File: config.mk
export PLATFORM = sky130hd
export DESIGN_NAME = text_glyph_pixel_rasterizer
export DESIGN_NICKNAME = d
export VERILOG_FILES = /design/src/tgpr_pkg.sv /design/src/text_glyph_pixel_rasterizer.sv /design/src/tgpr_front.sv /design/src/tgpr_queue.sv /design/src/tgpr_back.sv
export SDC_FILE = /design/constraint.sdc
export NUM_CORES = 1
export LEC_CHECK = 0
export BUFFER_PORTS_ARGS = -buffer_cell sky130_fd_sc_hd__buf_4
export CAP_MARGIN = 0
export CORE_MARGIN = 2
export CORE_UTILIZATION = 55
export DETAILED_ROUTE_END_ITERATION = 6
export PLACE_DENSITY = 0.71
export SLEW_MARGIN = 20
export SYNTH_ARGS = -nofsm -noshare
export SYNTH_HDL_FRONTEND = slang
export SYNTH_SLANG_ARGS = --single-unit
File: constraint.sdc
create_clock -name clk -period 15 [get_ports clk]
set_clock_uncertainty 0.15 [all_clocks]
set_input_delay 3 -clock clk [delete_from_list [all_inputs] [get_ports clk]]
set_output_delay 3 -clock clk [all_outputs]
set_load 0.01 [all_outputs]
File: src/tgpr_pkg.sv
package tgpr_pkg;

  localparam int unsigned QUEUE_DEPTH = 2;

  localparam logic [7:0] COLUMN_OFFSET_RESET = 8'd53;
  localparam logic [7:0] ROW_OFFSET_RESET    = 8'd40;

  localparam logic [7:0] FIRST_CODE = 8'd32;
  localparam logic [7:0] LAST_CODE  = 8'd90;
  localparam logic [7:0] END_CODE   = 8'd0;
  localparam logic [9:0] ADVANCE    = 10'd6;
  localparam logic [2:0] LAST_GLYPH_COL = 3'd4;
  localparam logic [2:0] LAST_GLYPH_ROW = 3'd7;

  // Configuration register indexes.
  localparam logic REG_COLUMN_OFFSET = 1'b0;
  localparam logic REG_ROW_OFFSET    = 1'b1;

  // Element c holds the font byte shown at screen column c of the glyph.
  typedef logic [4:0][7:0] glyph_t;

  typedef struct packed {
    logic [8:0]  x;
    logic [7:0]  y;
    logic [5:0]  idx;
    logic [2:0]  last_col;
    logic [2:0]  last_row;
    logic [15:0] fg;
    logic [15:0] bg;
  } job_t;

  // Font bytes are listed in table order; packing them this way reverses the columns.
  function automatic glyph_t font_cols(input logic [5:0] idx);
    glyph_t g;
    case (idx)
      6'd0:  g = {8'h00, 8'h00, 8'h00, 8'h00, 8'h00};
      6'd1:  g = {8'h00, 8'h00, 8'h5F, 8'h00, 8'h00};
      6'd2:  g = {8'h00, 8'h07, 8'h00, 8'h07, 8'h00};
      6'd3:  g = {8'h14, 8'h7F, 8'h14, 8'h7F, 8'h14};
      6'd4:  g = {8'h12, 8'h2A, 8'h7F, 8'h2A, 8'h24};
      6'd5:  g = {8'h62, 8'h64, 8'h08, 8'h13, 8'h23};
      6'd6:  g = {8'h50, 8'h22, 8'h55, 8'h49, 8'h36};
      6'd7:  g = {8'h00, 8'h00, 8'h04, 8'h03, 8'h00};
      6'd8:  g = {8'h00, 8'h41, 8'h22, 8'h1C, 8'h00};
      6'd9:  g = {8'h00, 8'h1C, 8'h22, 8'h41, 8'h00};
      6'd10: g = {8'h14, 8'h08, 8'h3E, 8'h08, 8'h14};
      6'd11: g = {8'h08, 8'h08, 8'h3E, 8'h08, 8'h08};
      6'd12: g = {8'h00, 8'h30, 8'h50, 8'h00, 8'h00};
      6'd13: g = {8'h08, 8'h08, 8'h08, 8'h08, 8'h08};
      6'd14: g = {8'h00, 8'h60, 8'h60, 8'h00, 8'h00};
      6'd15: g = {8'h02, 8'h04, 8'h08, 8'h10, 8'h20};
      6'd16: g = {8'h3E, 8'h45, 8'h49, 8'h51, 8'h3E};
      6'd17: g = {8'h00, 8'h40, 8'h7F, 8'h42, 8'h00};
      6'd18: g = {8'h46, 8'h49, 8'h51, 8'h61, 8'h42};
      6'd19: g = {8'h31, 8'h4B, 8'h45, 8'h41, 8'h21};
      6'd20: g = {8'h10, 8'h7F, 8'h12, 8'h14, 8'h18};
      6'd21: g = {8'h39, 8'h49, 8'h49, 8'h49, 8'h2F};
      6'd22: g = {8'h30, 8'h49, 8'h49, 8'h4A, 8'h3C};
      6'd23: g = {8'h07, 8'h0D, 8'h09, 8'h71, 8'h01};
      6'd24: g = {8'h36, 8'h49, 8'h49, 8'h49, 8'h36};
      6'd25: g = {8'h1E, 8'h29, 8'h49, 8'h49, 8'h0E};
      6'd26: g = {8'h00, 8'h36, 8'h36, 8'h00, 8'h00};
      6'd27: g = {8'h00, 8'h36, 8'h76, 8'h00, 8'h00};
      6'd28: g = {8'h00, 8'h41, 8'h22, 8'h14, 8'h08};
      6'd29: g = {8'h14, 8'h14, 8'h14, 8'h14, 8'h14};
      6'd30: g = {8'h08, 8'h14, 8'h22, 8'h41, 8'h00};
      6'd31: g = {8'h06, 8'h09, 8'h51, 8'h01, 8'h06};
      6'd32: g = {8'h1E, 8'h55, 8'h59, 8'h41, 8'h3E};
      6'd33: g = {8'h7E, 8'h09, 8'h09, 8'h09, 8'h7E};
      6'd34: g = {8'h36, 8'h49, 8'h49, 8'h49, 8'h7F};
      6'd35: g = {8'h22, 8'h41, 8'h41, 8'h41, 8'h3E};
      6'd36: g = {8'h1C, 8'h22, 8'h41, 8'h41, 8'h7F};
      6'd37: g = {8'h41, 8'h49, 8'h49, 8'h49, 8'h7F};
      6'd38: g = {8'h01, 8'h09, 8'h09, 8'h09, 8'h7F};
      6'd39: g = {8'h7A, 8'h49, 8'h49, 8'h41, 8'h3E};
      6'd40: g = {8'h7F, 8'h08, 8'h08, 8'h08, 8'h7F};
      6'd41: g = {8'h00, 8'h41, 8'h7F, 8'h41, 8'h00};
      6'd42: g = {8'h01, 8'h3F, 8'h41, 8'h40, 8'h20};
      6'd43: g = {8'h41, 8'h22, 8'h14, 8'h08, 8'h7F};
      6'd44: g = {8'h40, 8'h40, 8'h40, 8'h40, 8'h7F};
      6'd45: g = {8'h7F, 8'h02, 8'h0C, 8'h02, 8'h7F};
      6'd46: g = {8'h7F, 8'h10, 8'h0C, 8'h02, 8'h7F};
      6'd47: g = {8'h3E, 8'h41, 8'h41, 8'h41, 8'h3E};
      6'd48: g = {8'h06, 8'h09, 8'h09, 8'h09, 8'h7F};
      6'd49: g = {8'h5E, 8'h21, 8'h51, 8'h41, 8'h3E};
      6'd50: g = {8'h46, 8'h29, 8'h19, 8'h09, 8'h7F};
      6'd51: g = {8'h31, 8'h49, 8'h49, 8'h49, 8'h46};
      6'd52: g = {8'h01, 8'h01, 8'h7F, 8'h01, 8'h01};
      6'd53: g = {8'h3F, 8'h40, 8'h40, 8'h40, 8'h3F};
      6'd54: g = {8'h1F, 8'h20, 8'h40, 8'h20, 8'h1F};
      6'd55: g = {8'h3F, 8'h40, 8'h38, 8'h40, 8'h3F};
      6'd56: g = {8'h63, 8'h14, 8'h08, 8'h14, 8'h63};
      6'd57: g = {8'h07, 8'h08, 8'h70, 8'h08, 8'h07};
      6'd58: g = {8'h43, 8'h45, 8'h49, 8'h51, 8'h61};
      default: g = '0;
    endcase
    return g;
  endfunction

endpackage

File: src/text_glyph_pixel_rasterizer.sv
// Renders text one character per input transfer into panel pixels of a 5x8 font, one
// output transfer per on-screen pixel, glyph columns outer and rows inner, tlast on the
// final pixel of each character. A character yields one transfer per visible pixel, 40
// at most, from the pixel sequencer that steps the glyph one pixel per cycle unless the
// output is stalled; characters that draw nothing (end code, no active string, cursor off
// the right edge, glyph entirely below the screen) are consumed without entering the queue.
// A two-entry queue between the character decoder and the pixel sequencer lets the next
// characters be taken while pixels of the current one are still going out. Offsets are to
// be written through the cfg port only while the block is idle; the block does not enforce it.
module text_glyph_pixel_rasterizer
  import tgpr_pkg::*;
#(
  parameter int unsigned SCREEN_WIDTH  = 240,
  parameter int unsigned SCREEN_HEIGHT = 135
) (
  input  logic        clk,
  input  logic        rst_n,
  input  logic        in_tvalid,
  output logic        in_tready,
  // start_x[8:0], start_y[16:9], char_code[24:17], fg_color[40:25], clear_color[56:41]
  input  logic [63:0] in_tdata,
  // first[0]
  input  logic        in_tuser,
  output logic        out_tvalid,
  input  logic        out_tready,
  // panel_column[9:0], panel_row[18:10], dot_color[34:19]
  output logic [39:0] out_tdata,
  output logic        out_tlast,
  input  logic        cfg_we,
  input  logic        cfg_index,
  input  logic [7:0]  cfg_wdata
);

  logic [7:0]  column_offset_r;
  logic [7:0]  row_offset_r;

  logic        push_valid, push_ready;
  job_t        push_data;
  logic        pop_valid, pop_ready;
  job_t        pop_data;
  logic [9:0]  panel_column;
  logic [8:0]  panel_row;
  logic [15:0] dot_color;

  always_ff @(posedge clk) begin
    if (!rst_n) begin
      column_offset_r <= COLUMN_OFFSET_RESET;
      row_offset_r    <= ROW_OFFSET_RESET;
    end else if (cfg_we) begin
      case (cfg_index)
        REG_COLUMN_OFFSET: column_offset_r <= cfg_wdata;
        REG_ROW_OFFSET:    row_offset_r    <= cfg_wdata;
        default: ;
      endcase
    end
  end

  tgpr_front #(
    .SCREEN_WIDTH (SCREEN_WIDTH),
    .SCREEN_HEIGHT(SCREEN_HEIGHT)
  ) u_front (
    .clk        (clk),
    .rst_n      (rst_n),
    .in_valid   (in_tvalid),
    .in_ready   (in_tready),
    .first      (in_tuser),
    .start_x    (in_tdata[8:0]),
    .start_y    (in_tdata[16:9]),
    .char_code  (in_tdata[24:17]),
    .fg_color   (in_tdata[40:25]),
    .clear_color(in_tdata[56:41]),
    .push_valid (push_valid),
    .push_ready (push_ready),
    .push_data  (push_data)
  );

  tgpr_queue u_queue (
    .clk       (clk),
    .rst_n     (rst_n),
    .push_valid(push_valid),
    .push_ready(push_ready),
    .push_data (push_data),
    .pop_valid (pop_valid),
    .pop_ready (pop_ready),
    .pop_data  (pop_data)
  );

  tgpr_back u_back (
    .clk          (clk),
    .rst_n        (rst_n),
    .column_offset(column_offset_r),
    .row_offset   (row_offset_r),
    .job_valid    (pop_valid),
    .job_ready    (pop_ready),
    .job_data     (pop_data),
    .out_valid    (out_tvalid),
    .out_ready    (out_tready),
    .panel_column (panel_column),
    .panel_row    (panel_row),
    .dot_color    (dot_color),
    .last_pixel   (out_tlast)
  );

  assign out_tdata = {5'd0, dot_color, panel_row, panel_column};

endmodule

File: src/tgpr_front.sv
module tgpr_front
  import tgpr_pkg::*;
#(
  parameter int unsigned SCREEN_WIDTH  = 240,
  parameter int unsigned SCREEN_HEIGHT = 135
) (
  input  logic        clk,
  input  logic        rst_n,
  input  logic        in_valid,
  output logic        in_ready,
  input  logic        first,
  input  logic [8:0]  start_x,
  input  logic [7:0]  start_y,
  input  logic [7:0]  char_code,
  input  logic [15:0] fg_color,
  input  logic [15:0] clear_color,
  output logic        push_valid,
  input  logic        push_ready,
  output job_t        push_data
);

  localparam logic [9:0] WIDTH_LIM  = 10'(SCREEN_WIDTH);
  localparam logic [8:0] HEIGHT_LIM = 9'(SCREEN_HEIGHT);

  logic [9:0] cursor_x_r, cursor_x_nxt;
  logic [7:0] line_y_r, line_y_nxt;
  logic       ended_r, ended_nxt;

  logic [9:0] x_eff;
  logic [7:0] y_eff;
  logic       ended_eff;
  logic       render_c;
  logic       rows_visible;
  logic [9:0] dx;
  logic [8:0] dy;
  logic [5:0] idx_c;

  always_comb begin
    x_eff     = first ? {1'b0, start_x} : cursor_x_r;
    y_eff     = first ? start_y : line_y_r;
    ended_eff = first ? 1'b0 : ended_r;

    render_c     = !ended_eff && (char_code != END_CODE) && (x_eff < WIDTH_LIM);
    rows_visible = {1'b0, y_eff} < HEIGHT_LIM;

    // Only meaningful when the character is drawn, so x and y are on screen.
    dx = WIDTH_LIM - 10'd1 - x_eff;
    dy = HEIGHT_LIM - 9'd1 - {1'b0, y_eff};

    if (char_code inside {[FIRST_CODE:LAST_CODE]}) begin
      idx_c = 6'(char_code - FIRST_CODE);
    end else begin
      idx_c = '0;
    end

    push_data.x        = x_eff[8:0];
    push_data.y        = y_eff;
    push_data.idx      = idx_c;
    push_data.last_col = (dx >= 10'(LAST_GLYPH_COL)) ? LAST_GLYPH_COL : dx[2:0];
    push_data.last_row = (dy >= 9'(LAST_GLYPH_ROW)) ? LAST_GLYPH_ROW : dy[2:0];
    push_data.fg       = fg_color;
    push_data.bg       = clear_color;

    // A character whose rows are all below the screen still moves the cursor.
    push_valid = in_valid && render_c && rows_visible;
    in_ready   = push_ready;

    cursor_x_nxt = cursor_x_r;
    line_y_nxt   = line_y_r;
    ended_nxt    = ended_r;
    if (in_valid && in_ready) begin
      cursor_x_nxt = x_eff;
      line_y_nxt   = y_eff;
      ended_nxt    = ended_eff;
      if (!ended_eff) begin
        if (render_c) begin
          cursor_x_nxt = x_eff + ADVANCE;
        end else begin
          ended_nxt = 1'b1;
        end
      end
    end
  end

  always_ff @(posedge clk) begin
    if (!rst_n) begin
      cursor_x_r <= '0;
      line_y_r   <= '0;
      ended_r    <= 1'b1;
    end else begin
      cursor_x_r <= cursor_x_nxt;
      line_y_r   <= line_y_nxt;
      ended_r    <= ended_nxt;
    end
  end

endmodule

File: src/tgpr_queue.sv
module tgpr_queue
  import tgpr_pkg::*;
(
  input  logic clk,
  input  logic rst_n,
  input  logic push_valid,
  output logic push_ready,
  input  job_t push_data,
  output logic pop_valid,
  input  logic pop_ready,
  output job_t pop_data
);

  localparam int unsigned PTR_W = (QUEUE_DEPTH > 1) ? $clog2(QUEUE_DEPTH) : 1;
  localparam int unsigned CNT_W = $clog2(QUEUE_DEPTH + 1);
  localparam logic [PTR_W-1:0] LAST_PTR = PTR_W'(QUEUE_DEPTH - 1);
  localparam logic [CNT_W-1:0] FULL_CNT = CNT_W'(QUEUE_DEPTH);

  job_t             mem [QUEUE_DEPTH];
  logic [PTR_W-1:0] wr_ptr_r, wr_ptr_nxt;
  logic [PTR_W-1:0] rd_ptr_r, rd_ptr_nxt;
  logic [CNT_W-1:0] count_r, count_nxt;
  logic             do_push, do_pop;

  always_comb begin
    push_ready = count_r != FULL_CNT;
    pop_valid  = count_r != '0;
    pop_data   = mem[rd_ptr_r];
    do_push    = push_valid && push_ready;
    do_pop     = pop_valid && pop_ready;

    wr_ptr_nxt = wr_ptr_r;
    rd_ptr_nxt = rd_ptr_r;
    count_nxt  = count_r;
    if (do_push) begin
      wr_ptr_nxt = (wr_ptr_r == LAST_PTR) ? '0 : wr_ptr_r + PTR_W'(1);
    end
    if (do_pop) begin
      rd_ptr_nxt = (rd_ptr_r == LAST_PTR) ? '0 : rd_ptr_r + PTR_W'(1);
    end
    if (do_push && !do_pop) begin
      count_nxt = count_r + CNT_W'(1);
    end else if (do_pop && !do_push) begin
      count_nxt = count_r - CNT_W'(1);
    end
  end

  always_ff @(posedge clk) begin
    if (do_push) begin
      mem[wr_ptr_r] <= push_data;
    end
  end

  always_ff @(posedge clk) begin
    if (!rst_n) begin
      wr_ptr_r <= '0;
      rd_ptr_r <= '0;
      count_r  <= '0;
    end else begin
      wr_ptr_r <= wr_ptr_nxt;
      rd_ptr_r <= rd_ptr_nxt;
      count_r  <= count_nxt;
    end
  end

endmodule

File: src/tgpr_back.sv
module tgpr_back
  import tgpr_pkg::*;
(
  input  logic        clk,
  input  logic        rst_n,
  input  logic [7:0]  column_offset,
  input  logic [7:0]  row_offset,
  input  logic        job_valid,
  output logic        job_ready,
  input  job_t        job_data,
  output logic        out_valid,
  input  logic        out_ready,
  output logic [9:0]  panel_column,
  output logic [8:0]  panel_row,
  output logic [15:0] dot_color,
  output logic        last_pixel
);

  logic        busy_r, busy_nxt;
  job_t        job_r;
  logic [2:0]  col_r, col_nxt;
  logic [2:0]  row_r, row_nxt;
  logic        out_valid_r, out_valid_nxt;
  logic [9:0]  column_r;
  logic [8:0]  row_addr_r;
  logic [15:0] color_r;
  logic        last_r;

  glyph_t      glyph_c;
  logic [7:0]  bits_c;
  logic        advance;
  logic        at_end;
  logic        load;
  logic [9:0]  sx;
  logic [8:0]  sy;

  always_comb begin
    glyph_c = font_cols(job_r.idx);
    bits_c  = glyph_c[col_r];
    sx      = 10'(job_r.x) + 10'(col_r);
    sy      = 9'(job_r.y) + 9'(row_r);

    advance = busy_r && (!out_valid_r || out_ready);
    at_end  = (col_r == job_r.last_col) && (row_r == job_r.last_row);
    // The next character is taken in the same cycle its predecessor's last pixel is
    // loaded into the output register.
    load      = !busy_r || (advance && at_end);
    job_ready = load;

    busy_nxt = busy_r;
    col_nxt  = col_r;
    row_nxt  = row_r;
    if (advance) begin
      if (row_r == job_r.last_row) begin
        row_nxt = '0;
        col_nxt = col_r + 3'd1;
      end else begin
        row_nxt = row_r + 3'd1;
      end
      if (at_end) begin
        busy_nxt = 1'b0;
      end
    end
    if (load && job_valid) begin
      busy_nxt = 1'b1;
      col_nxt  = '0;
      row_nxt  = '0;
    end

    out_valid_nxt = out_valid_r;
    if (advance) begin
      out_valid_nxt = 1'b1;
    end else if (out_ready) begin
      out_valid_nxt = 1'b0;
    end

    out_valid    = out_valid_r;
    panel_column = column_r;
    panel_row    = row_addr_r;
    dot_color    = color_r;
    last_pixel   = last_r;
  end

  always_ff @(posedge clk) begin
    if (load && job_valid) begin
      job_r <= job_data;
    end
    if (advance) begin
      column_r   <= sx + 10'(column_offset);
      row_addr_r <= sy + 9'(row_offset);
      color_r    <= bits_c[row_r] ? job_r.fg : job_r.bg;
      last_r     <= at_end;
    end
  end

  always_ff @(posedge clk) begin
    if (!rst_n) begin
      busy_r      <= 1'b0;
      col_r       <= '0;
      row_r       <= '0;
      out_valid_r <= 1'b0;
    end else begin
      busy_r      <= busy_nxt;
      col_r       <= col_nxt;
      row_r       <= row_nxt;
      out_valid_r <= out_valid_nxt;
    end
  end

endmodule

Word-level counts from Yosys, hierarchy flattened. Memory sizes are Yosys's and may differ from the RTL's. A register that Yosys moved wholly into a read port is not among the register bits. Index checks and enable logic that the tools add are counted. Widths: inputs -> output; s select.

Flip-flop bits (word level): 83. Bits in latches: 0. RAM bits: 122. Memory bits (read-only): 2240. Input port bits: 79. Output and inout port bits: 43. Logic and storage cells: 103. Memories: 2.

Memory list: (name not given) (words 64, bits a word 35, read ports 1, clocked after Yosys merged registers in 0, wr ports 0, RTL line tgpr_pkg.sv:35) `case (idx)`; u_queue.mem (words 2, bits a word 61, read ports 1, clocked after Yosys merged registers in 1, wr ports 1, RTL line tgpr_queue.sv:19) `job_t mem [QUEUE_DEPTH];`.

Add/sub/neg operators: 14. $mul: 0. Div/mod/pow operators: 0. Order comparisons: 8. Equality and inequality tests: 3. Shift operators: 0. Multiplexer cells: 27. Bitwise operators: 2. Reductions and logical operators: 31.

Operator list (count): $mux 10 (3); $bmux 8 s3 (1); $mux 16 (1); $mux 8 (2); $logic_and 1x1->1 (13); $mux 1 (13); $add 10x3->10 const B (1); $add 10x8->10 (1); $add 9x3->10 (1); $ge 10x3->1 const B (1); $lt 10x8->1 const B (1); $reduce_bool 2->1 (5); $sub 8x10->10 const A (1); $add 8x3->9 (1); $add 9x8->9 (1); $ge 9x3->1 const B (1); $mux 3 (3); $sub 8x8->9 const A (1); $ge 8x6->1 const B (1); $le 8x7->1 const B (1); $lt 3x4->1 const B (2); $lt 8x8->1 const B (1); $reduce_and 2->1 (4); $reduce_bool 8->1 (1); 14 further kinds (24).

Depth between registers and ports, before layout.
Depth in word-level cells: 11. Depth in mapped cells: 15. Depth with buffers taken out: 14.

Cells and area by module. Synthesis repeated with hierarchy kept, for this count alone.

Cell total of the unflattened synthesis: 1282. Area, all modules: 15202.1 um^2.

Modules (own cells, without submodules): tgpr_back (instances 1, cells each 772, area each 8126.5 um^2, sequential area each 3773.6 um^2); tgpr_queue (instances 1, cells each 214, area each 4628.2 um^2, sequential area each 3763.6 um^2); tgpr_front (instances 1, cells each 221, area each 1744.2 um^2, sequential area each 380.4 um^2); text_glyph_pixel_rasterizer (instances 1, cells each 75, area each 703.2 um^2, sequential area each 320.3 um^2).

Worst setup path before layout. OpenSTA, ideal clock, no wires.

Path type: input port to flip-flop. From: in in_tuser. To: mem u_queue.mem[0][0] in the netlist's numbering, enable pin. Library setup time: 634 ps. Arrival time: 10551 ps. Data required time: 14216 ps. Slack: 3665 ps. Cell stages on the path: 9. Buffers on the path: 3. Cell sequence: clkbuf_1 buf_2 clkbuf_1 mux2i_1 inv_1 ha_1 a21oi_1 a21oi_1 nor4_1.

RTL lines: from (decl) (RTL line text_glyph_pixel_rasterizer.sv:23) `input logic in_tuser,`; to (decl) (RTL line tgpr_queue.sv:19).

==> impl_metrics.csv <==
group,metric,value,unit
power_and_ir_drop,p_per_area,189,nW/um^2
run,drv_cap,0,
global_route,grt_pass1_wl,53.7,mm
place,port_buffers,109,
clock_network,cts_root_buf,"clkbuf_16",
critical_path,ff2ff_setup_slack,10.35,ns
timing,max_freq,171,MHz
critical_path,reg2reg_from,"u_back.job_r[38]",
clock_network,cts.sinks,266,
yosys,synth_cell_types,86,
route,first_pass_iters,6,
place,dp_hpwl,23.1,mm
global_route,grt_max_degree,74,
yosys,synth_edf_count,219,
yosys,synth_area_leaders,"edfxtp_1 (47%), dfxtp_1 (6.7%), mux2_2 (5.5%)",
cells_and_area,area_growth,13.0,%
critical_path,critical_path.startpoint_type,"input port",
route,ant_nets,0,
route,viasPerCell,6.16,
floorplanning,start_util,55.8,%
critical_path,setup.worst_path.start,"in_tuser",
place,placed_area,15000,um^2
global_route,grt_overflow,0,
timing,worst_pin_slew,1.01,ns
clock_network,cts_buffers,27,
timing,finalCriticalPeriod,5.86,ns
floorplanning,num_rows,58,
yosys,syn_avg_cell_area,11.6,um^2
hold_path,min_from,"u_front.cursor_x_r[9]",
critical_path,crit_type,"in2reg",
critical_path,crit_path_end_kind,"flop",
timing,hold_violations,0,
floorplanning,fp.dieW,164,um
cells_and_area,final_cell_mix,"edfxtp_1 (219), buf_4 (128), nand2_1 (111)",
critical_path,required,15.01,ns
clock_network,cts_tree,"yes",
critical_path,cp-endpoint,"u_queue.mem[1][32]",
floorplanning,coreArea,25100,um^2
timing,setup_viol,0,
timing,tns,0,ns
cells_and_area,fin_nets,1420,
route,post_drt_wl_per_cell,21.1,um
floorplanning,io_pins,122,
route,via_count,10061,
yosys,synth_top_area_share,46.9,%
timing,period_share,39.1,%
clock_network,cts_resized,0,
route,drc,0,
global_route,grt_antenna_before_repair,0,
clock_network,clock_latency,0.54,ns
yosys,yosys_most_used_dff,"edfxtp_1",
yosys,synth_warnings,0,
cells_and_area,final_common_cell,"edfxtp_1",
route,drt-initial-drc-count,1272,
critical_path,r2r_end,"u_back.dot_color[3]",
cells_and_area,drive_above_1_share,21.0,%
yosys,ys_async_sr_fraction,0,%
route,wl,34.5,mm
cells_and_area,fin_area,15800,um^2
hold_path,hp-class,"reg2reg",
critical_path,critPathMaxFanout,43,
clock_network,hold_buffers,0,
yosys,yosysTopAreaCell,"edfxtp_1",
yosys,ys_seq_elements,266,
floorplanning,die_area,26800,um^2
place,gp_congestion,0.958,
global_route,grt_pass1_vias,9679,
timing,max_slew_margin,30.7,%
floorplanning,die_h,164,um
critical_path,r2r_cells,11,
timing,report.final.slew_viol_count,0,
status,status,"complete, no violations",
clock_network,post_cts_buffers,0,
timing,rsz0062_at_grt,"false",
global_route,grt_use_total,25.9,%
yosys,syn_area,14000,um^2
clock_network,clk_path_buf_depth,3,
clock_network,cts_max_level,1,
power_and_ir_drop,leakagePower,0.00585,uW
yosys,synthCells,1211,
clock_network,cts.clk_slew.worst_paths,0.06,ns
cells_and_area,diodes,0,
power_and_ir_drop,max-vdd-ir-drop,0.125,mV
critical_path,critPathArrivalTime,5.88,ns
yosys,yosysSeqAreaShare,53.6,%
[flip-flops by register name (all words and copies together) (netlist names)]
name,count
u_front.ended_r,1
u_queue.rd_ptr_r,1
u_back.out_valid,1
u_back.panel_column,10
u_front.cursor_x_r,10
u_back.dot_color,16
u_back.col_r,3
u_back.panel_row,9
column_offset_r,8
u_queue.count_r,2
u_back.busy_r,1
u_queue.mem,122
u_front.line_y_r,8
row_offset_r,8
u_back.last_pixel,1
u_queue.wr_ptr_r,1
u_back.job_r,61
u_back.row_r,3
[Yosys cell counts, types with 6 or more instances]
library cell / count
a211oi_1: 14
a21boi_0: 17
a21oi_1: 68
a311oi_1: 6
a31oi_1: 10
and2_1: 19
and3_1: 6
buf_2: 25
buf_4: 10
buf_6: 7
clkbuf_1: 40
dfxtp_1: 47
edfxtp_1: 219
fa_1: 8
ha_1: 48
inv_1: 42
mux2_2: 68
mux2i_1: 17
nand2_1: 111
nand2b_1: 19
nand3_1: 43
nor2_1: 53
nor2b_1: 16
nor3_1: 21
nor4_1: 7
o2111ai_1: 18
o211a_1: 6
o211ai_1: 22
o211ai_2: 10
o21ai_0: 55
o21ai_1: 12
o21bai_1: 8
o22ai_1: 6
xnor2_1: 21
xor2_1: 11
[area by class of cell]
class	count	area, um^2
clock buffer	37	743
clock inverter	11	121
fill	1994	9280
inverter	45	169
multi-input combinational	817	5910
sequential	266	7520
tap	330	413
timing repair buffer	128	961
[worst max-delay path, stage by stage]
cell	delay, ns
buf_4	0.30
mux2i_1	0.42
inv_1	0.16
ha_1	0.26
a21oi_1	0.13
a21oi_1	0.12
nor3_1	0.33
and2_2	0.53
buf_4	0.58
[per-layer routing]
| metal | track usage, % | share of wire, % | wire length [um] |
|---|---|---|---|
| met1 | 37.2 | 43 | 14800 |
| met2 | 41.0 | 47 | 16100 |
| met3 | 3.66 | 7.9 | 2720 |
| met4 | 8.01 | 2.5 | 856 |
| met5 | 0 | 0 | 0 |
[through the flow]
stage	setup WS [ns]	std cells	power, uW	utilization (%)	hold slack, ns
final	9.14	1634	3000	63.1	0.306
after global routing	8.86	1634	3160	63.1	0.324
after CTS	9.12	1634	2990	63.1	0.306
after detailed placement	8.59	1586	2340	59.6	0.296
after global placement	8.65	1586	2320	59.6	0.293
after floorplan	3.66	1215	1980	-	0.275
[kinds of logic after synthesis]
group | synth area share [%]
muxes | 7.67
adders and majority gates | 5.43
DFF | 53.6
xor gates and xnor gates | 2.00
buffers and inverters | 4.40
AOI/OAI and AO/OA | 15.8
and+or+nand+nor | 11.0
other | 0.0268
[power breakdown]
| group | switching [uW] | internal [uW] |
|---|---|---|
| logic | 798 | 471 |
| registers | 66.8 | 1010 |
| clock network | 268 | 382 |
| total | 1130 | 1870 |
[how the worst min path moves through the flow]
stage / endpoint / slack, ns / cells past startpoint
after floorplan: u_front.cursor_x_r[9] / 0.28 / 2
after global placement: u_front.cursor_x_r[9] / 0.29 / 2
after detailed placement: u_front.cursor_x_r[9] / 0.30 / 2
after CTS: u_front.cursor_x_r[9] / 0.31 / 2
after global routing: u_front.cursor_x_r[9] / 0.32 / 2
final: u_front.cursor_x_r[9] / 0.31 / 2
Power figures use the tool's default switching activity.
